--- src/rtl/acidseq_pkg.sv ---
`timescale 1ns / 1ps

package acidseq_pkg;

  localparam int MAX_STEPS   = 16;
  localparam int STACK_SLOTS = 8;

  localparam int POS_W     = $clog2(MAX_STEPS);
  localparam int LEN_W     = $clog2(MAX_STEPS + 1);
  localparam int SLOT_W    = (STACK_SLOTS > 1) ? $clog2(STACK_SLOTS) : 1;
  localparam int REM_W     = 12;
  localparam int TICK_W    = 32;
  localparam int MOD_BITS  = 2;
  localparam int MOD_ITERS = TICK_W / MOD_BITS;
  localparam int MOD_CNT_W = $clog2(MOD_ITERS);

  localparam int NUM_REGS = 7;
  localparam int ADDR_W   = $clog2(NUM_REGS * 4);
  localparam int DATA_W   = 32;

  localparam int         SLIDE_EXTRA = 6;
  localparam logic [6:0] RESET_NOTE  = 7'd36;

  localparam logic [4:0] RST_PATTERN_LENGTH  = 5'd16;
  localparam logic [7:0] RST_STEP_SHIFT      = 8'd0;
  localparam logic [7:0] RST_TRANSPOSE       = 8'd0;
  localparam logic [3:0] RST_MIDI_CHANNEL    = 4'd0;
  localparam logic [7:0] RST_GATE_LENGTH     = 8'd5;
  localparam logic [6:0] RST_ACCENT_VELOCITY = 7'd127;
  localparam logic [6:0] RST_NORMAL_VELOCITY = 7'd100;

  localparam logic EV_NOTE_ON  = 1'b0;
  localparam logic EV_NOTE_OFF = 1'b1;

  typedef enum logic [1:0] {
    MODE_TICK  = 2'd0,
    MODE_CLOCK = 2'd1,
    MODE_WRITE = 2'd2,
    MODE_CLEAR = 2'd3
  } mode_e;

  typedef enum logic [2:0] {
    REG_PATTERN_LENGTH  = 3'd0,
    REG_STEP_SHIFT      = 3'd1,
    REG_TRANSPOSE       = 3'd2,
    REG_MIDI_CHANNEL    = 3'd3,
    REG_GATE_LENGTH     = 3'd4,
    REG_ACCENT_VELOCITY = 3'd5,
    REG_NORMAL_VELOCITY = 3'd6
  } reg_idx_e;

  typedef struct packed {
    mode_e       mode;
    logic [31:0] tick;
    logic [3:0]  step_index;
    logic [6:0]  step_note;
    logic        step_accent;
    logic        step_slide;
    logic        step_rest;
  } req_t;

  typedef struct packed {
    logic       event_kind;
    logic [6:0] note_number;
    logic [6:0] velocity;
    logic [3:0] channel;
    logic       last;
  } result_t;

  typedef struct packed {
    logic [4:0]        pattern_length;
    logic signed [7:0] step_shift;
    logic signed [7:0] transpose;
    logic [3:0]        midi_channel;
    logic [7:0]        gate_length;
    logic [6:0]        accent_velocity;
    logic [6:0]        normal_velocity;
  } cfg_t;

  typedef struct packed {
    logic [6:0] note;
    logic       accent;
    logic       slide;
    logic       rest;
  } step_t;

  typedef struct packed {
    logic load_tick;
    logic load_clock;
    logic load_clear;
    logic write_step;
    logic mod_step;
    logic read_pos;
    logic look_step;
    logic place;
    logic walk;
  } dp_cmd_t;

  typedef struct packed {
    logic mod_last;
    logic pos_rest;
    logic look_fin;
    logic walk_empty;
  } dp_status_t;

endpackage

--- src/rtl/acidseq_ctrl.sv ---
`timescale 1ns / 1ps

module acidseq_ctrl (
  input  logic                   clk_i,
  input  logic                   rst_ni,
  input  logic                   start_i,
  input  acidseq_pkg::mode_e     mode_i,
  input  acidseq_pkg::dp_status_t status_i,
  output acidseq_pkg::dp_cmd_t   cmd_o,
  output logic                   busy_o
);

  typedef enum logic [2:0] {
    ST_IDLE,
    ST_MOD,
    ST_READ,
    ST_LOOK,
    ST_SLOT,
    ST_WALK
  } state_e;

  state_e state_q, state_d;

  always_comb begin
    cmd_o   = '0;
    state_d = state_q;
    case (state_q)
      ST_IDLE: begin
        if (start_i) begin
          case (mode_i)
            acidseq_pkg::MODE_TICK: begin
              cmd_o.load_tick = 1'b1;
              state_d         = ST_MOD;
            end
            acidseq_pkg::MODE_CLOCK: begin
              cmd_o.load_clock = 1'b1;
              state_d          = ST_WALK;
            end
            acidseq_pkg::MODE_WRITE: begin
              cmd_o.write_step = 1'b1;
            end
            acidseq_pkg::MODE_CLEAR: begin
              cmd_o.load_clear = 1'b1;
              state_d          = ST_WALK;
            end
            default: state_d = ST_IDLE;
          endcase
        end
      end
      ST_MOD: begin
        cmd_o.mod_step = 1'b1;
        if (status_i.mod_last) state_d = ST_READ;
      end
      ST_READ: begin
        cmd_o.read_pos = 1'b1;
        state_d        = status_i.pos_rest ? ST_IDLE : ST_LOOK;
      end
      ST_LOOK: begin
        cmd_o.look_step = 1'b1;
        if (status_i.look_fin) state_d = ST_SLOT;
      end
      ST_SLOT: begin
        cmd_o.place = 1'b1;
        state_d     = ST_IDLE;
      end
      ST_WALK: begin
        if (status_i.walk_empty) begin
          state_d = ST_IDLE;
        end else begin
          cmd_o.walk = 1'b1;
        end
      end
      default: state_d = ST_IDLE;
    endcase
  end

  always_ff @(posedge clk_i or negedge rst_ni) begin
    if (!rst_ni) begin
      state_q <= ST_IDLE;
    end else begin
      state_q <= state_d;
    end
  end

  assign busy_o = (state_q != ST_IDLE);

endmodule

--- src/rtl/acidseq_dp.sv ---
`timescale 1ns / 1ps

module acidseq_dp (
  input  logic                    clk_i,
  input  logic                    rst_ni,
  input  acidseq_pkg::req_t       req_i,
  input  acidseq_pkg::cfg_t       cfg_i,
  input  acidseq_pkg::dp_cmd_t    cmd_i,
  output acidseq_pkg::dp_status_t status_o,
  output acidseq_pkg::result_t    result_o,
  output logic                    result_valid_o
);

  localparam int POS_W  = acidseq_pkg::POS_W;
  localparam int LEN_W  = acidseq_pkg::LEN_W;
  localparam int SLOT_W = acidseq_pkg::SLOT_W;
  localparam int REM_W  = acidseq_pkg::REM_W;
  localparam int TICK_W = acidseq_pkg::TICK_W;
  localparam int NSLOT  = acidseq_pkg::STACK_SLOTS;

  acidseq_pkg::step_t step_q [acidseq_pkg::MAX_STEPS];
  logic [6:0]         slot_note_q [NSLOT];
  logic [REM_W-1:0]   slot_rem_q [NSLOT];
  logic [NSLOT-1:0]   mask_q;

  logic [TICK_W-1:0]                    div_q;
  logic [POS_W-1:0]                     rem_q;
  logic [acidseq_pkg::MOD_CNT_W-1:0]    mcnt_q;
  logic signed [8:0]                    note_q;
  logic                                 accent_q;
  logic [POS_W-1:0]                     look_q;
  logic [LEN_W-1:0]                     dist_q;
  logic [REM_W-1:0]                     total_q;

  acidseq_pkg::result_t res_q, res_d;
  logic                 res_valid_q, res_valid_d;

  logic [LEN_W-1:0]   len;
  logic [POS_W-1:0]   mod_rem;
  logic [LEN_W:0]     part;
  logic [POS_W-1:0]   r;
  acidseq_pkg::step_t pos_step;
  acidseq_pkg::step_t nxt_step;
  logic [LEN_W-1:0]   look_inc;
  logic [POS_W-1:0]   look_nxt;
  logic               look_hit;
  logic [SLOT_W-1:0]  free_idx;
  logic               free_any;
  logic [SLOT_W-1:0]  walk_idx;
  logic [NSLOT-1:0]   walk_left;
  logic               note_ok;

  always_comb begin
    if (cfg_i.pattern_length == '0) begin
      len = LEN_W'(1);
    end else if (int'(cfg_i.pattern_length) > acidseq_pkg::MAX_STEPS) begin
      len = LEN_W'(acidseq_pkg::MAX_STEPS);
    end else begin
      len = LEN_W'(cfg_i.pattern_length);
    end
  end

  // restoring remainder, MOD_BITS dividend bits a cycle
  always_comb begin
    r    = rem_q;
    part = '0;
    for (int k = 0; k < acidseq_pkg::MOD_BITS; k++) begin
      part = {LEN_W'(r), div_q[TICK_W-1-k]};
      if (part >= {1'b0, len}) part = part - {1'b0, len};
      r = part[POS_W-1:0];
    end
    mod_rem = r;
  end

  assign pos_step = step_q[rem_q];

  assign look_inc = LEN_W'(look_q) + LEN_W'(1);
  assign look_nxt = (look_inc == len) ? '0 : look_inc[POS_W-1:0];
  assign nxt_step = step_q[look_nxt];
  assign look_hit = nxt_step.slide & nxt_step.rest;

  always_comb begin
    free_idx = '0;
    for (int s = NSLOT - 1; s >= 0; s--) begin
      if (slot_rem_q[s] == '0) free_idx = SLOT_W'(s);
    end
    walk_idx = '0;
    for (int s = NSLOT - 1; s >= 0; s--) begin
      if (mask_q[s]) walk_idx = SLOT_W'(s);
    end
    free_any = 1'b0;
    for (int s = 0; s < NSLOT; s++) begin
      if (slot_rem_q[s] == '0) free_any = 1'b1;
    end
    walk_left           = mask_q;
    walk_left[walk_idx] = 1'b0;
  end

  assign note_ok = (note_q[8:7] == 2'b00);

  assign status_o.mod_last   = (mcnt_q == acidseq_pkg::MOD_CNT_W'(acidseq_pkg::MOD_ITERS - 1));
  assign status_o.pos_rest   = pos_step.rest;
  assign status_o.look_fin   = (dist_q >= len) | look_hit | !nxt_step.rest;
  assign status_o.walk_empty = (mask_q == '0);

  always_comb begin
    res_valid_d = 1'b0;
    res_d       = res_q;
    if (cmd_i.place && note_ok && free_any) begin
      res_valid_d       = 1'b1;
      res_d.event_kind  = acidseq_pkg::EV_NOTE_ON;
      res_d.note_number = note_q[6:0];
      res_d.velocity    = accent_q ? cfg_i.accent_velocity : cfg_i.normal_velocity;
      res_d.channel     = cfg_i.midi_channel;
      res_d.last        = 1'b1;
    end else if (cmd_i.walk) begin
      res_valid_d       = 1'b1;
      res_d.event_kind  = acidseq_pkg::EV_NOTE_OFF;
      res_d.note_number = slot_note_q[walk_idx];
      res_d.velocity    = '0;
      res_d.channel     = cfg_i.midi_channel;
      res_d.last        = (walk_left == '0);
    end
  end

  always_ff @(posedge clk_i or negedge rst_ni) begin
    if (!rst_ni) begin
      for (int i = 0; i < acidseq_pkg::MAX_STEPS; i++) begin
        step_q[i] <= '{note: acidseq_pkg::RESET_NOTE, accent: 1'b0, slide: 1'b0, rest: 1'b0};
      end
      for (int s = 0; s < NSLOT; s++) begin
        slot_note_q[s] <= '0;
        slot_rem_q[s]  <= '0;
      end
      mask_q      <= '0;
      mcnt_q      <= '0;
      res_valid_q <= 1'b0;
    end else begin
      res_valid_q <= res_valid_d;
      if (cmd_i.write_step && (int'(req_i.step_index) < acidseq_pkg::MAX_STEPS)) begin
        step_q[POS_W'(req_i.step_index)] <= '{note: req_i.step_note,
                                              accent: req_i.step_accent,
                                              slide: req_i.step_slide,
                                              rest: req_i.step_rest};
      end
      if (cmd_i.load_tick) mcnt_q <= '0;
      if (cmd_i.mod_step)  mcnt_q <= mcnt_q + 1'b1;
      if (cmd_i.load_clock) begin
        for (int s = 0; s < NSLOT; s++) begin
          mask_q[s] <= (slot_rem_q[s] == REM_W'(1));
          if (slot_rem_q[s] != '0) slot_rem_q[s] <= slot_rem_q[s] - 1'b1;
        end
      end
      if (cmd_i.load_clear) begin
        mask_q <= '1;
        for (int s = 0; s < NSLOT; s++) begin
          slot_rem_q[s] <= '0;
        end
      end
      if (cmd_i.walk) mask_q[walk_idx] <= 1'b0;
      if (cmd_i.place && note_ok && free_any) begin
        slot_note_q[free_idx] <= note_q[6:0];
        slot_rem_q[free_idx]  <= (total_q == '0) ? REM_W'(1) : total_q;
      end
    end
  end

  always_ff @(posedge clk_i) begin
    res_q <= res_d;
    if (cmd_i.load_tick) begin
      div_q <= req_i.tick + {{(TICK_W - 8){cfg_i.step_shift[7]}}, cfg_i.step_shift};
      rem_q <= '0;
    end
    if (cmd_i.mod_step) begin
      div_q <= div_q << acidseq_pkg::MOD_BITS;
      rem_q <= mod_rem;
    end
    if (cmd_i.read_pos) begin
      note_q   <= $signed({2'b00, pos_step.note}) + $signed({cfg_i.transpose[7], cfg_i.transpose});
      accent_q <= pos_step.accent;
      look_q   <= rem_q;
      dist_q   <= LEN_W'(1);
      total_q  <= REM_W'(cfg_i.gate_length);
    end
    if (cmd_i.look_step && (dist_q < len)) begin
      look_q <= look_nxt;
      dist_q <= dist_q + 1'b1;
      if (look_hit) begin
        total_q <= REM_W'(cfg_i.gate_length)
                 + REM_W'(dist_q) * REM_W'(acidseq_pkg::SLIDE_EXTRA);
      end
    end
  end

  assign result_o       = res_q;
  assign result_valid_o = res_valid_q;

endmodule

--- src/rtl/acid_step_sequencer_note_stack.sv ---
`timescale 1ns / 1ps

// One track of a 303-style step sequencer with an eight-slot note stack.
// A request is taken when start is high and busy is low. Results appear one
// per cycle on result_o, each marked by result_valid_o for a single cycle, and
// must be taken there and then: there is no back-pressure. A step write leaves
// busy low. A step tick keeps busy high through the position remainder (two
// tick bits a cycle) and one step read, and when the step is not a rest also
// through a look-ahead over the following steps, which stops at a slid rest, a
// played step or a full lap of the pattern length (taken as 1 to 16), and one
// slot placement. It gives at most one note-on, shown in the cycle in which
// busy falls. A clock pulse gives a note-off for each slot whose gate runs
// out; a stack clear always gives 8 note-offs.

module acid_step_sequencer_note_stack (
  input  logic                               clk_i,
  input  logic                               rst_ni,
  input  logic                               start,
  output logic                               busy,
  input  acidseq_pkg::req_t                  req_i,
  output acidseq_pkg::result_t               result_o,
  output logic                               result_valid_o,
  input  logic                               psel,
  input  logic                               penable,
  input  logic                               pwrite,
  input  logic [acidseq_pkg::ADDR_W-1:0]     paddr,
  input  logic [acidseq_pkg::DATA_W-1:0]     pwdata,
  output logic [acidseq_pkg::DATA_W-1:0]     prdata,
  output logic                               pready
);

  acidseq_pkg::cfg_t       cfg_q;
  acidseq_pkg::dp_cmd_t    cmd;
  acidseq_pkg::dp_status_t status;
  acidseq_pkg::reg_idx_e   reg_idx;
  logic                    cfg_wr;

  assign pready  = 1'b1;
  assign cfg_wr  = psel & penable & pwrite & pready;
  assign reg_idx = acidseq_pkg::reg_idx_e'(paddr[acidseq_pkg::ADDR_W-1:2]);

  always_ff @(posedge clk_i or negedge rst_ni) begin
    if (!rst_ni) begin
      cfg_q.pattern_length  <= acidseq_pkg::RST_PATTERN_LENGTH;
      cfg_q.step_shift      <= acidseq_pkg::RST_STEP_SHIFT;
      cfg_q.transpose       <= acidseq_pkg::RST_TRANSPOSE;
      cfg_q.midi_channel    <= acidseq_pkg::RST_MIDI_CHANNEL;
      cfg_q.gate_length     <= acidseq_pkg::RST_GATE_LENGTH;
      cfg_q.accent_velocity <= acidseq_pkg::RST_ACCENT_VELOCITY;
      cfg_q.normal_velocity <= acidseq_pkg::RST_NORMAL_VELOCITY;
    end else if (cfg_wr) begin
      case (reg_idx)
        acidseq_pkg::REG_PATTERN_LENGTH:  cfg_q.pattern_length  <= pwdata[4:0];
        acidseq_pkg::REG_STEP_SHIFT:      cfg_q.step_shift      <= pwdata[7:0];
        acidseq_pkg::REG_TRANSPOSE:       cfg_q.transpose       <= pwdata[7:0];
        acidseq_pkg::REG_MIDI_CHANNEL:    cfg_q.midi_channel    <= pwdata[3:0];
        acidseq_pkg::REG_GATE_LENGTH:     cfg_q.gate_length     <= pwdata[7:0];
        acidseq_pkg::REG_ACCENT_VELOCITY: cfg_q.accent_velocity <= pwdata[6:0];
        acidseq_pkg::REG_NORMAL_VELOCITY: cfg_q.normal_velocity <= pwdata[6:0];
        default: ;
      endcase
    end
  end

  always_comb begin
    case (reg_idx)
      acidseq_pkg::REG_PATTERN_LENGTH:  prdata = {27'b0, cfg_q.pattern_length};
      acidseq_pkg::REG_STEP_SHIFT:      prdata = {24'b0, cfg_q.step_shift};
      acidseq_pkg::REG_TRANSPOSE:       prdata = {24'b0, cfg_q.transpose};
      acidseq_pkg::REG_MIDI_CHANNEL:    prdata = {28'b0, cfg_q.midi_channel};
      acidseq_pkg::REG_GATE_LENGTH:     prdata = {24'b0, cfg_q.gate_length};
      acidseq_pkg::REG_ACCENT_VELOCITY: prdata = {25'b0, cfg_q.accent_velocity};
      acidseq_pkg::REG_NORMAL_VELOCITY: prdata = {25'b0, cfg_q.normal_velocity};
      default:                          prdata = '0;
    endcase
  end

  acidseq_ctrl u_ctrl (
    .clk_i    (clk_i),
    .rst_ni   (rst_ni),
    .start_i  (start),
    .mode_i   (req_i.mode),
    .status_i (status),
    .cmd_o    (cmd),
    .busy_o   (busy)
  );

  acidseq_dp u_dp (
    .clk_i          (clk_i),
    .rst_ni         (rst_ni),
    .req_i          (req_i),
    .cfg_i          (cfg_q),
    .cmd_i          (cmd),
    .status_o       (status),
    .result_o       (result_o),
    .result_valid_o (result_valid_o)
  );

endmodule

--- config.mk ---
export PLATFORM = sky130hd
export DESIGN_NAME = acid_step_sequencer_note_stack
export DESIGN_NICKNAME = d
export VERILOG_FILES = /design/src/rtl/acidseq_pkg.sv /design/src/rtl/acidseq_ctrl.sv /design/src/rtl/acidseq_dp.sv /design/src/rtl/acid_step_sequencer_note_stack.sv
export SDC_FILE = /design/constraint.sdc
export NUM_CORES = 1
export LEC_CHECK = 0
export ABC_CLOCK_PERIOD_IN_PS = 5880
export BUFFER_PORTS_ARGS = -buffer_cell sky130_fd_sc_hd__buf_4
export CORE_ASPECT_RATIO = 1.4
export CORE_MARGIN = 8
export CORE_UTILIZATION = 25
export CTS_CLUSTER_DIAMETER = 100
export DETAILED_ROUTE_END_ITERATION = 6
export PLACE_DENSITY_LB_ADDON = 0.05
export SLEW_MARGIN = 25
export SYNTH_ARGS = -nofsm -noshare
export SYNTH_HDL_FRONTEND = slang
export SYNTH_HIERARCHICAL = 1
export SYNTH_SLANG_ARGS = --single-unit
--- constraint.sdc ---
create_clock -name clk_i -period 5.88 [get_ports clk_i]
set_input_delay 0.588 -clock clk_i [delete_from_list [all_inputs] [get_ports clk_i]]
set_output_delay 0.588 -clock clk_i [all_outputs]
set_load 0.05 [all_outputs]
# [After elaboration in Yosys (flattened, before gate mapping)]
# Cells that the tools add are included.
[totals] register_bits=462 inputBits=91 out_inout_bits=55 wordCells=322
[op_classes] addsub=16 n_mul=1 n_lt_le_gt_ge=14 eq_ne=29 n_mux=101 bitwise=13 reduce_logical=44
[op_table] operator="two-way mux 96 bit" count=3
[op_table] operator="bitwise mux 160 bit" count=1
[op_table] operator="two-way mux 12 bit" count=13
[op_table] operator="logical NOT 12 bit" count=9
[op_table] operator="bitwise mux 96 bit" count=1
[op_table] operator="== test 12 x 1 -> 1 bit, second input constant" count=8
[op_table] operator="nonzero test 12 bit" count=8
[op_table] operator="subtractor 12 x 1 -> 12 bit, second input constant" count=8
[op_table] operator="binary-select mux 10 bit (select 4 bit)" count=2
[op_table] operator="two-way mux 32 bit" count=2
[op_table] operator="two-way mux 3 bit" count=20
[op_table] operator="bitwise mux 56 bit" count=1
[op_table] operator="case mux 8 bit (7 select lines)" count=1
[op_table] operator="demux 10 bit (select 4 bit)" count=1
[op_table] operator="two-way mux 4 bit" count=10
[op_table] operator="two-way mux 19 bit" count=2
[op_table] operator="demux 12 bit (select 3 bit)" count=1
[op_table] operator="adder 32 bit" count=1
[op_table] operator="two-way mux 10 bit" count=3
[op_table] operator="two-way mux 7 bit" count=4
[op_table] operator="two-way mux 8 bit" count=3
[op_table] operator="binary-select mux 7 bit (select 3 bit)" count=1
[op_table] operator="demux 7 bit (select 3 bit)" count=1
[op_table] operator="two-way mux 1 bit" count=21
[op_table] operator="46 further kinds" count=93

# [Depth between registers and ports, before layout]
# Gate-level depths: netlist of the first run.
[logic_depth] word_depth=17 ltp_mapped=21 ltp_nobuf=21

# [By module]
# Netlist of the first run, hierarchy kept.
[by_module_without_submodules] module="acidseq_dp" n_inst=1 cells_each=2015 area_each_um2=22674.2 seq_area_each_um2=10625.2
[by_module_without_submodules] module="acid_step_sequencer_note_stack" n_inst=1 cells_each=191 area_each_um2=2464.9 seq_area_each_um2=1192.4
[by_module_without_submodules] module="acidseq_ctrl" n_inst=1 cells_each=33 area_each_um2=281.5 seq_area_each_um2=75.1

# [Worst setup path before layout of the first run]
# Ideal clock, no wire load.
[synth_timing] path_type="register -> register" startpoint="reg cfg_q[46] in the netlist's numbering" endpoint="reg u_dp.rem_q[1], data pin" setup_time_ns=0.256 arrival_time_ns=4.060 required_time_ns=5.624 slack_ns=1.564 stages_incl_launch_ff=19 path_buffers=1 period_less_slack_ns=4.316 cell_sequence="dfstp_2 -> clkbuf_1 -> inv_1 -> nand2_1 -> ha_1 -> a21o_1 -> a21o_1 -> a31o_2 -> a21o_1 -> a21o_1 -> o21ai_0 -> ha_1 -> a21o_1 -> a21oi_1 -> nand2_1 -> a21o_1 -> a21oi_1 -> o211ai_1 -> o211a_1"
[synth_between] elab_chain_cells=8 word_cells_on_any_way=11 cone_classes="add/sub: 2; order compare: 3; mux: 5; reduce/logical: 1"
[synth_rtl] item="start, declared" line_no="acid_step_sequencer_note_stack.sv:32" source="acidseq_pkg::cfg_t cfg_q;"
[synth_rtl] item="greater-than comparator 5 bit" line_no="acidseq_dp.sv:56" source="end else if (int'(cfg_i.pattern_length) > acidseq_pkg::MAX_STEPS) begin"
[synth_rtl] item="two-way mux 5 bit" line_no="acidseq_dp.sv:56"
[synth_rtl] item="two-way mux 5 bit (*)" line_no="acidseq_dp.sv:54" source="if (cfg_i.pattern_length == '0) begin"
[synth_rtl] item="subtractor 4 bit or >= comparator 5 bit (tied branches)" line_no="acidseq_dp.sv:69" source="if (part >= {1'b0, len}) part = part - {1'b0, len};"
[synth_rtl] item="two-way mux 4 bit" line_no="acidseq_dp.sv:69"
[synth_rtl] item="subtractor 4 bit or >= comparator 5 bit (tied branches)" line_no="acidseq_dp.sv:69"
[synth_rtl] item="two-way mux 4 bit (*)" line_no="acidseq_dp.sv:69"
[synth_rtl] item="two-way mux 4 bit (*)" line_no="acidseq_dp.sv:174" source="if (cmd_i.mod_step) begin"
[synth_rtl] item="end signal, assigned" line_no="acidseq_dp.sv:176" source="rem_q <= mod_rem;"
[synth_rtl] item="end, declared" line_no="acidseq_dp.sv:27" source="logic [POS_W-1:0] rem_q;"
# Every way passes the cells marked *; elsewhere a longest branch is shown, timed or not.
# A chain may end at the register's enable or synchronous reset.

# [Final worst setup path of the first run]
[layout_timing] startpoint="reg cfg_q[43] in the netlist's numbering" endpoint="reg u_dp.rem_q[1], data pin"
# The elaborated chain is that of the path after synthesis.

==> flow_metrics.py, run 1 <==
metrics = {
    "power_and_ir_drop": {
        "total_power_w": 0.01246,
        "power_frac_seq": 0.379,
        "vdd_drop_max_uv": 224.3,
        "swShare": 0.3541,
        "p_comb_frac": 0.322,
        "p_clk_frac": 0.298,
        "p_sw_w": 0.004412,
        "leakage_nw": 12.58,
        "intPower_w": 0.008047,
        "powerDensity_mw_per_mm2": 420.0,
    },
    "clock_network": {
        "clock_latency_ns": 0.63,
        "root_buffer": "clkbuf_16",
        "clock_path_buffers": 3,
        "ctsHoldBuffers": 1,
        "clk_pin_slew_ns": 0.07,
        "cts_tree": "built",
        "cts_buffers": 56,
        "cts.htree.levels": 2,
        "post_cts_resized": 0,
        "cts_setup_buffers": 0,
        "cts.sinks": 462,
    },
    "sta": {
        "relSlewSlack": 0.2949,
        "skew_ns": 0.03752,
        "period_share": 0.8059,
        "final-max-slew-violation-count": 0,
        "fin_tns_setup_ns": 0,
        "finalSetupViolCount": 0,
        "hold_violations": 0,
        "rsz0062_at_grt": "false",
        "max_freq_mhz": 211.0,
        "fin_crit_ns": 4.738,
        "worst_pin_slew_ns": 1.056,
    },
    "synth": {
        "ys_warn_count": 6,
        "synthCells": 2239,
        "seq_area_frac_synth": 0.4678,
        "synth_area_per_cell_um2": 11.35,
        "synth_cell_types": 101,
        "dominantRegCellSynth": "dfrtp_1",
        "synth_async_sr_flop_share": 0.8117,
        "synth-edff-count": 71,
        "yosys_register_bits": 462,
        "netlist_area_mm2": 0.02542,
    },
    "critical_path": {
        "critPathTopFamily": "compound AO/OA/AOI/OAI gates",
        "reg2reg_slack_ns": 1.14,
        "crit_path_top_delay_cell": "a21oi_1",
        "reg2reg_depth": 19,
        "start_kind": "flop",
        "path_cells": "nor3_1, nor2_1, nor2_1, ha_1, inv_1, a21o_1, a21o_1, a31o_2, a21o_1, a21o_1, o21ai_0, ha_1, a21o_1, a21oi_1, nand2_1, a21o_1, a21oi_1, o211ai_1, o211a_1",
        "r2r_start": "cfg_q[43]",
        "worst-path-buf-inv": 1,
        "path_depth": 19,
        "critPathCaptureType": "flop",
        "crit_required_ns": 6.24,
        "path_max_fanout": 7,
        "max_stage_delay_ns": 0.49,
        "worstSetupPathType": "reg2reg",
        "crit_arrival_ns": 5.09,
        "cp_common_cell": "a21o_1",
        "r2r-end": "u_dp/rem_q[1]",
    },
    "detailed_routing": {
        "wirelength_um": 77470,
        "vias": 17430,
        "drt_iter0_drc": 836,
        "vias_per_cell": 4.718,
        "firstDrtPassIters": 4,
        "ant_nets": 0,
        "post-route-drc-count": 0,
        "wl_per_cell_um": 20.98,
    },
    "floorplan": {
        "rows": 138,
        "initial_core_util": 0.2517,
        "coreArea_mm2": 0.1010,
        "dieWidth_um": 285.5,
        "io_pins": 146,
        "dieArea_mm2": 0.1123,
        "die-height_um": 393.3,
    },
    "placed_design": {
        "port_buffers": 94,
        "gp_congestion": 0.7727,
        "dp_hpwl_um": 53230,
    },
    "flow_run": {
        "drv_cap": 0,
    },
    "global_routing": {
        "grt_pass1_vias": 18600,
        "use_met2": 0.2472,
        "grt_antenna_before_repair": 3,
        "grt_usage": 0.1363,
        "grt_pass1_wl_um": 119300,
        "grt-busiest-layer": "met2",
        "grt_util_met3": 0.01902,
        "grt_start_max_net_pins": 144,
        "use_met1": 0.1667,
        "grt_overflow": 0,
    },
    "final_layout": {
        "area_growth_pct": 16.70,
        "most-common-layout-cells": "dfrtp_1, mux2_2, nand2_1",
        "final_common_cell": "dfrtp_1",
        "nets": 2494,
        "drive_above_1_share": 0.2824,
    },
    "min_path": {
        "min_to": "cfg_q[20]",
        "hold_start": "pwdata[6]",
        "holdPathStages": 2,
        "hp-class": "in2reg",
    },
    "outcome": {
        "status": "completed",
    },
}
## metrics by stage
stage | hold slack, ns | utilization | area (um^2) | worst slack, ns | cells
2_1_floorplan | 0.2924 | - | 25510 | 1.564 | 2262
3_3_place_gp | 0.4671 | 0.2733 | 27600 | 1.036 | 3583
3_5_place_dp | 0.4712 | 0.2736 | 27630 | 1.070 | 3584
4_1_cts | 0.1802 | 0.2933 | 29630 | 1.054 | 3691
5_1_grt | 0.2171 | 0.2937 | 29660 | 0.6190 | 3692
6_report | 0.2416 | 0.2937 | 29660 | 1.142 | 3693
## layout make-up
type / count / area [um^2]
antenna: 1 / 2.502
timing repair buffer: 131 / 1059
multi-input combinational: 1593 / 12800
clock inverter: 12 / 217.7
sequential: 462 / 11890
tap: 1330 / 1664
clock buffer: 94 / 1768
fill: 10480 / 71340
inverter: 70 / 262.8
## worst max path at each step
stage,startpoint,to
CTS,cfg_q[43],u_dp/rem_q[1]
finish,cfg_q[43],u_dp/rem_q[1]
detailed placement,cfg_q[43],u_dp/rem_q[1]
floorplan,cfg_q[46],u_dp/rem_q[1]
global placement,cfg_q[43],u_dp/rem_q[1]
global route,cfg_q[43],u_dp/rem_q[2]
## routing by layer
layer  vias to the layer above  part of all wire
met2                       215              0.52
met5                         -           0.00022
met4                         2             0.026
met1                      8881              0.43
met3                        90             0.029
li1                       8237                 -
## power by group through the flow
stage / registers (W) / logic, W / clock network [W]
global placement: 0.00478 / 0.00409 / 0
CTS: 0.00474 / 0.00413 / 0.00389
global route: 0.00483 / 0.00452 / 0.00400
floorplan: 0.00468 / 0.00285 / 0
detailed placement: 0.00479 / 0.00411 / 0
finish: 0.00473 / 0.00402 / 0.00372
## synth_stat cells, types with 6 or more instances
master / number / area, um^2
and2_1: 7 / 43.79
nor3_1: 51 / 255.2
a31oi_1: 14 / 87.58
o22ai_1: 16 / 100.1
o211ai_1: 8 / 60.06
buf_1: 11 / 41.29
a311oi_1: 6 / 52.55
inv_1: 69 / 259.0
xor2_1: 44 / 385.4
nand2b_1: 22 / 137.6
edfxtp_1: 71 / 2132
ha_1: 83 / 1039
and3_1: 11 / 68.82
xnor2_1: 89 / 779.5
or4_1: 7 / 52.55
a21o_1: 30 / 225.2
dfxtp_1: 16 / 320.3
mux4_2: 46 / 1036
a22o_1: 13 / 113.9
nand3_1: 30 / 150.1
nand3b_1: 13 / 97.59
buf_4: 27 / 202.7
a31o_2: 8 / 70.07
or2_2: 13 / 81.33
buf_2: 7 / 35.03
a21oi_1: 69 / 345.3
dfrtp_1: 330 / 8258
o21ai_0: 137 / 685.7
o31ai_1: 23 / 172.7
clkbuf_1: 86 / 322.8
nor4_1: 30 / 187.7
dfstp_2: 45 / 1182
nand4_1: 13 / 81.33
mux2_4: 8 / 120.1
nor2b_1: 21 / 131.4
mux2_2: 278 / 3131
o21bai_1: 10 / 75.07
nor2_1: 105 / 394.1
or3_1: 10 / 62.56
mux2i_1: 38 / 380.4
nand2_1: 203 / 762.0
fa_1: 6 / 120.1
## cell families (layout without fill, tap and decap cells)
family                   after synthesis  in the layout  share of synthesized area
AO/OA/AOI/OAI                        397            397                     0.1015
multiplexers                         378            378                     0.1889
flip-flops                           462            462                     0.4678
AND/OR/NAND/NOR                      568            568                     0.1115
adder cells (fa/ha/maj)               90             90                    0.04597
other                                  2             26                  0.0002954
buffers and inverters                207            307                    0.03642
XOR/XNOR                             135            135                    0.04755
## sequential cells by signal (all words and copies together), names as in the netlist, 5 cells and up
name / count
u_dp/total_q: 12
u_dp/mask_q: 8
u_dp/step_q: 160
u_dp/dist_q: 5
cfg_q: 47
u_dp/result_o: 20
u_dp/slot_note_q: 56
u_dp/div_q: 32
u_dp/note_q: 9
u_dp/slot_rem_q: 96
No activity file was read; power rests on OpenSTA's default activity.
==> run 2: changes to the inputs <==
--- a/config.mk
+++ b/config.mk
@@ -5,7 +5,7 @@
 export SDC_FILE = /design/constraint.sdc
 export NUM_CORES = 1
 export LEC_CHECK = 0
-export ABC_CLOCK_PERIOD_IN_PS = 5880
+export ABC_CLOCK_PERIOD_IN_PS = 4000
 export BUFFER_PORTS_ARGS = -buffer_cell sky130_fd_sc_hd__buf_4
 export CORE_ASPECT_RATIO = 1.4
 export CORE_MARGIN = 8
==> constraint.sdc (replaced) <==
create_clock -name clk_i -period 4 [get_ports clk_i]
set_input_delay 0.4 -clock clk_i [delete_from_list [all_inputs] [get_ports clk_i]]
set_output_delay 0.4 -clock clk_i [all_outputs]
set_load 0.05 [all_outputs]
==> run 2 against run 1 <==
Effect of this change: global-route usage grew 0.10 points; non-clock buffer count grew 51; maximum frequency grew 27%; sequential power grew 47%; hold slack lost 0.17 ns; worst setup slack lost 0.89 ns; critical path depth shrank 1; cell count grew 1.2%; critical endpoint unchanged; via count grew 0.75%; sequential share of layout area shrank 0.33 points.
==> flow_metrics.py, run 2 (synthesis gave the netlist of run 1 again) <==
metrics = {
    "final_layout": {
        "drive_above_1_share": 0.3002,
        "area_growth_pct": 17.65,
        "top_regs": "u_dp/step_q: 160 flops, u_dp/slot_rem_q: 96 flops, u_dp/slot_note_q: 56 flops",
        "most-common-layout-cells": "dfrtp_1, mux2_2, nand2_1",
        "final_common_cell": "dfrtp_1",
        "largest_reg_flops": 160,
        "nets": 2543,
        "top_register": "u_dp/step_q",
        "fillCellCount": 10470,
        "design_area_mm2": 0.02991,
    },
    "floorplan": {
        "coreArea_mm2": 0.1010,
        "dieWidth_um": 285.5,
        "initial_core_util": 0.2517,
        "die-height_um": 393.3,
        "rows": 138,
        "io_pins": 146,
        "dieArea_mm2": 0.1123,
    },
    "clock_network": {
        "root_buffer": "clkbuf_16",
        "clock_latency_ns": 0.63,
        "cts.sinks": 462,
        "clock_path_buffers": 3,
        "cts_buffers": 54,
        "cts_tree": "built",
        "clk_pin_slew_ns": 0.06,
        "cts.htree.levels": 2,
    },
    "detailed_routing": {
        "drt_iter0_drc": 855,
        "firstDrtPassIters": 5,
        "ant_nets": 0,
        "wl_per_cell_um": 20.96,
        "post-route-drc-count": 0,
        "wirelength_um": 78370,
        "vias": 17560,
        "vias_per_cell": 4.695,
    },
    "sta": {
        "period_share": 0.9360,
        "worst_pin_slew_ns": 0.9515,
        "max_freq_mhz": 267.1,
        "finalSetupViolCount": 0,
        "relSlewSlack": 0.3648,
        "final-max-slew-violation-count": 0,
        "hold_violations": 0,
        "setup_slack_ns": 0.2559,
        "fin_crit_ns": 3.744,
        "rsz0062_at_grt": "true",
        "skew_ns": 0.03567,
    },
    "critical_path": {
        "reg2reg_depth": 18,
        "r2r-end": "u_dp/rem_q[1]",
        "start_kind": "flop",
        "reg2reg_slack_ns": 0.26,
        "crit_required_ns": 4.36,
        "worstSetupPathType": "reg2reg",
        "crit_arrival_ns": 4.10,
        "critPathCaptureType": "flop",
        "path_max_fanout": 7,
        "r2r_start": "cfg_q[46]",
    },
    "placed_design": {
        "pre_cts_slack_ns": 0.009518,
        "port_buffers": 94,
        "postPlaceCellArea_mm2": 0.02798,
        "gp_congestion": 0.7710,
        "dp_hpwl_um": 54870,
    },
    "global_routing": {
        "grt_start_max_net_pins": 85,
        "grt_pass1_wl_um": 120400,
        "grt_overflow": 0,
        "grt_antenna_before_repair": 2,
        "grt_usage": 0.1374,
        "grt_pass1_vias": 18750,
    },
    "power_and_ir_drop": {
        "leakage_nw": 12.78,
        "powerDensity_mw_per_mm2": 608.3,
        "vdd_drop_max_uv": 364.0,
    },
    "flow_run": {
        "drv_cap": 0,
    },
    "min_path": {
        "hp-class": "in2reg",
        "min_to": "cfg_q[41]",
        "holdPathStages": 2,
        "hold_start": "pwdata[7]",
    },
    "outcome": {
        "status": "completed",
    },
}
run 2: cell count changes in the layout (fill, tap and decap cells not counted), moves of 3 or more:
cell / delta
clkbuf_16: -3
clkinv_2: +13
nor2_2: -9
buf_12: +3
nor2_1: +9
clkbuf_1: -12
buf_4: +50
bufinv_16: -4
run 2: critical path: stages, from the launching register on:
cell	delay, ns
dfstp_2	0.58
inv_1	0.06
buf_4	0.15
nand2_1	0.09
ha_1	0.27
a21o_1	0.20
a31o_2	0.22
a21o_1	0.16
a21o_1	0.21
nand2b_1	0.13
o21ai_2	0.07
ha_1	0.28
a21o_1	0.19
a21oi_2	0.13
nand2_1	0.08
a21o_1	0.18
a21oi_4	0.23
o211ai_1	0.13
o211a_1	0.14
run 2: worst max path at each step:
stage | endpoint | start
finish | u_dp/rem_q[1] | cfg_q[46]
global route | u_dp/rem_q[2] | cfg_q[45]
CTS | u_dp/rem_q[1] | cfg_q[43]
detailed placement | u_dp/rem_q[1] | cfg_q[43]
global placement | u_dp/rem_q[3] | cfg_q[43]
floorplan | u_dp/rem_q[3] | cfg_q[46]
run 2: timing repair:
action                     CTS  global route
buffers inserted             0             5
hold buffers                 1             0
resized for setup            1             6
setup endpoints to repair    2             4
pin swaps                    0            14
hold endpoints to repair    35             0
run 2: through the flow:
stage	utilization	std cells	TNS (ns)	hold WS [ns]	total power, W
after floorplan	-	2262	0	0.1044	0.01111
after global placement	0.2770	3631	-0.09760	0.3150	0.01321
after detailed placement	0.2770	3631	0	0.3130	0.01324
after CTS	0.2954	3733	0	0.005851	0.01851
after global routing	0.2961	3738	-0.07866	0.01918	0.01952
final	0.2961	3739	0	0.06739	0.01819
run 2: area by class of cell:
cell class / instances / area (um^2) / share of cell area
multi-input cells: 1593 / 12810 / 0.4283
clock buffers: 79 / 1648 / 0.05510
flip-flops and latches: 462 / 11890 / 0.3977
repair buffers: 182 / 1439 / 0.04811
diodes: 1 / 2.502 / 0.00008367
well taps: 1330 / 1664 / 0.05564
clock inverters: 22 / 188.9 / 0.006317
inverters: 70 / 262.8 / 0.008786
run 2: routing by layer:
| metal | vias to the layer above | wire (um) | share of wire | GRT usage |
|---|---|---|---|---|
| met5 | - | 7 | 0.000089 | 0 |
| met4 | 2 | 1628 | 0.021 | 0.03182 |
| met3 | 103 | 2334 | 0.030 | 0.01879 |
| met2 | 218 | 40620 | 0.52 | 0.2492 |
| met1 | 8915 | 33780 | 0.43 | 0.1709 |
| li1 | 8317 | - | - | - |
run 2: power breakdown:
group          internal [W]  switching, W  leakage, nW  total, W
clock network       0.00293       0.00213        0.921   0.00505
logic               0.00267       0.00351         6.14   0.00618
registers           0.00603      0.000921         5.72   0.00695
total                0.0116       0.00656         12.8    0.0182
==> run 3: changes to the inputs <==
--- a/config.mk
+++ b/config.mk
@@ -7,13 +7,15 @@
 export LEC_CHECK = 0
 export ABC_CLOCK_PERIOD_IN_PS = 4000
 export BUFFER_PORTS_ARGS = -buffer_cell sky130_fd_sc_hd__buf_4
+export CELL_PAD_IN_SITES_DETAIL_PLACEMENT = 1
+export CELL_PAD_IN_SITES_GLOBAL_PLACEMENT = 1
 export CORE_ASPECT_RATIO = 1.4
 export CORE_MARGIN = 8
 export CORE_UTILIZATION = 25
 export CTS_CLUSTER_DIAMETER = 100
 export DETAILED_ROUTE_END_ITERATION = 6
 export PLACE_DENSITY_LB_ADDON = 0.05
-export SLEW_MARGIN = 25
+export SLEW_MARGIN = 20
 export SYNTH_ARGS = -nofsm -noshare
 export SYNTH_HDL_FRONTEND = slang
 export SYNTH_HIERARCHICAL = 1
==> run 3 against run 2 <==
Effect of this change: flip-flop and latch count unchanged; sequential power about the same; non-clock buffer count up 19; die area unchanged; utilization up 0.22 points; routed wire length up 6.7%; cell count up 0.62%; via count up 1.7%; global-route usage up 1.0 points; cell area up 0.75%; worst setup slack worse by 0.12 ns; combinational power up 4.7%; critical endpoint is now u_dp/rem_q[3]; largest power group unchanged.
==> flow_metrics.py, run 3 (synthesis gave the netlist of run 1 again) <==
metrics = {
    "global_routing": {
        "grt_start_max_net_pins": 93,
        "grt_pass1_vias": 20080,
        "grt_pass1_wl_um": 128400,
        "grt_overflow": 0,
        "grt_usage": 0.1478,
        "grt_antenna_before_repair": 1,
    },
    "floorplan": {
        "coreArea_mm2": 0.1010,
        "die-height_um": 393.3,
        "dieArea_mm2": 0.1123,
        "dieWidth_um": 285.5,
        "rows": 138,
        "io_pins": 146,
        "initial_core_util": 0.2517,
    },
    "detailed_routing": {
        "firstDrtPassIters": 4,
        "wl_per_cell_um": 22.23,
        "drt_iter0_drc": 486,
        "ant_nets": 0,
        "vias": 17850,
        "post-route-drc-count": 0,
        "vias_per_cell": 4.746,
        "wirelength_um": 83640,
    },
    "critical_path": {
        "critPathCaptureType": "flop",
        "r2r_start": "cfg_q[45]",
        "path_max_fanout": 7,
        "crit_arrival_ns": 4.23,
        "start_kind": "flop",
        "crit_start": "cfg_q[45]",
        "worstSetupPathType": "reg2reg",
        "crit_required_ns": 4.36,
    },
    "clock_network": {
        "clk_pin_slew_ns": 0.06,
        "clock_path_buffers": 3,
        "clock_latency_ns": 0.64,
        "cts.htree.levels": 2,
        "cts_tree": "built",
        "cts.sinks": 462,
        "cts_buffers": 56,
        "root_buffer": "clkbuf_16",
    },
    "placed_design": {
        "dp_hpwl_um": 58470,
        "port_buffers": 94,
        "gp_congestion": 0.7568,
        "pre_cts_slack_ns": -0.07044,
        "place_inst": 3648,
        "postPlaceCellArea_mm2": 0.02812,
    },
    "final_layout": {
        "area_growth_pct": 18.54,
        "largest_reg_flops": 160,
        "top_regs": "u_dp/step_q: 160 flops, u_dp/slot_rem_q: 96 flops, u_dp/slot_note_q: 56 flops",
        "design_area_mm2": 0.03013,
        "drive_above_1_share": 0.3044,
        "nets": 2564,
        "top_register": "u_dp/step_q",
        "most-common-layout-cells": "dfrtp_1, mux2_2, nand2_1",
        "final_core_util": 0.2983,
        "stdcell_count": 3762,
        "final_common_cell": "dfrtp_1",
    },
    "sta": {
        "period_share": 0.9661,
        "max_freq_mhz": 258.8,
        "finalSetupViolCount": 0,
        "rsz0062_at_grt": "true",
        "worst_pin_slew_ns": 1.062,
        "hold_violations": 0,
        "final-max-slew-violation-count": 0,
        "skew_ns": 0.04512,
        "setup_slack_ns": 0.1355,
        "relSlewSlack": 0.2879,
        "fin_crit_ns": 3.865,
        "fin_tns_setup_ns": 0,
    },
    "power_and_ir_drop": {
        "powerDensity_mw_per_mm2": 620.0,
        "vdd_drop_max_uv": 362.5,
        "leakage_nw": 12.90,
    },
    "flow_run": {
        "drv_cap": 0,
    },
    "outcome": {
        "status": "completed",
    },
    "min_path": {
        "hp-class": "in2reg",
        "hold_start": "pwdata[6]",
    },
}
[run 3: cell types whose count changed in the layout (fill, tap and decap cells not counted), moves of 2 or more]
cell and delta:
clkbuf_8 -2, buf_4 +18, clkinv_2 -5, clkbuf_1 +8
bufinv_16 +3
[run 3: metal layers]
metal  vias to the layer above  global-route usage  share of wire
li1                       8369                   -              -
met1                      9147              0.1694           0.40
met2                       215              0.2784           0.54
met3                       123             0.01897          0.025
met4                         0             0.05017          0.035
met5                         -                   0              0
[run 3: worst max-delay path: stages, from the launching register on]
cell      delay [ns]
dfrtp_1         0.39
nor3_2          0.24
nor2_1          0.09
nor2_2          0.15
ha_2            0.19
inv_2           0.04
a21o_1          0.16
a21o_1          0.16
a31o_2          0.22
a21o_1          0.15
a21o_1          0.21
nand2b_1        0.12
o21ai_2         0.07
ha_1            0.29
a21o_1          0.19
a21oi_2         0.13
nand2_1         0.07
a21o_1          0.18
a21oi_4         0.27
mux2i_1         0.23
nor2b_1         0.06
[run 3: area by class of cell]
type / count / area (um^2)
diodes: 1 / 2.502
inverters: 70 / 262.8
flip-flops and latches: 462 / 11890
clock inverters: 20 / 246.5
clock buffers: 85 / 1650
multi-input cells: 1593 / 12820
fillers: 11140 / 70880
well taps: 1330 / 1664
repair buffers: 201 / 1594
[run 3: where the power goes]
part	internal, W	switching (W)	total (W)
Clock	0.00311	0.00216	0.00526
Combinational	0.00278	0.00369	0.00647
Sequential	0.00603	0.000916	0.00695
Total	0.0119	0.00676	0.0187
[run 3: path summary, 6_finish.rpt]
check | endpoint | slack (ns) | depth (start not counted)
min reg2reg | u_dp/result_o[19] | 0.48 | 2
max | u_dp/rem_q[3] | 0.14 | 20
max reg2reg | u_dp/rem_q[3] | 0.14 | 20
min | cfg_q[20] | 0.05 | 2
max in group asynchronous | u_dp/step_q[42] | 2.50 | 3
min in group asynchronous | u_dp/slot_note_q[25] | 0.35 | 2
[run 3: timing repair]
item,in CTS,in global routing
buffers inserted,0,7
setup endpoints to repair,4,4
gates resized for setup,1,10
hold buffers,1,0
hold endpoints to repair,87,0
pin swaps,1,14
gates cloned,0,0
[run 3: metrics by stage]
stage	hold WS [ns]	power [W]
2_1_floorplan	0.1044	0.01111
3_3_place_gp	0.4674	0.01332
3_5_place_dp	0.4752	0.01345
4_1_cts	0.0006167	0.01893
5_1_grt	0.02169	0.02001
6_report	0.05385	0.01868
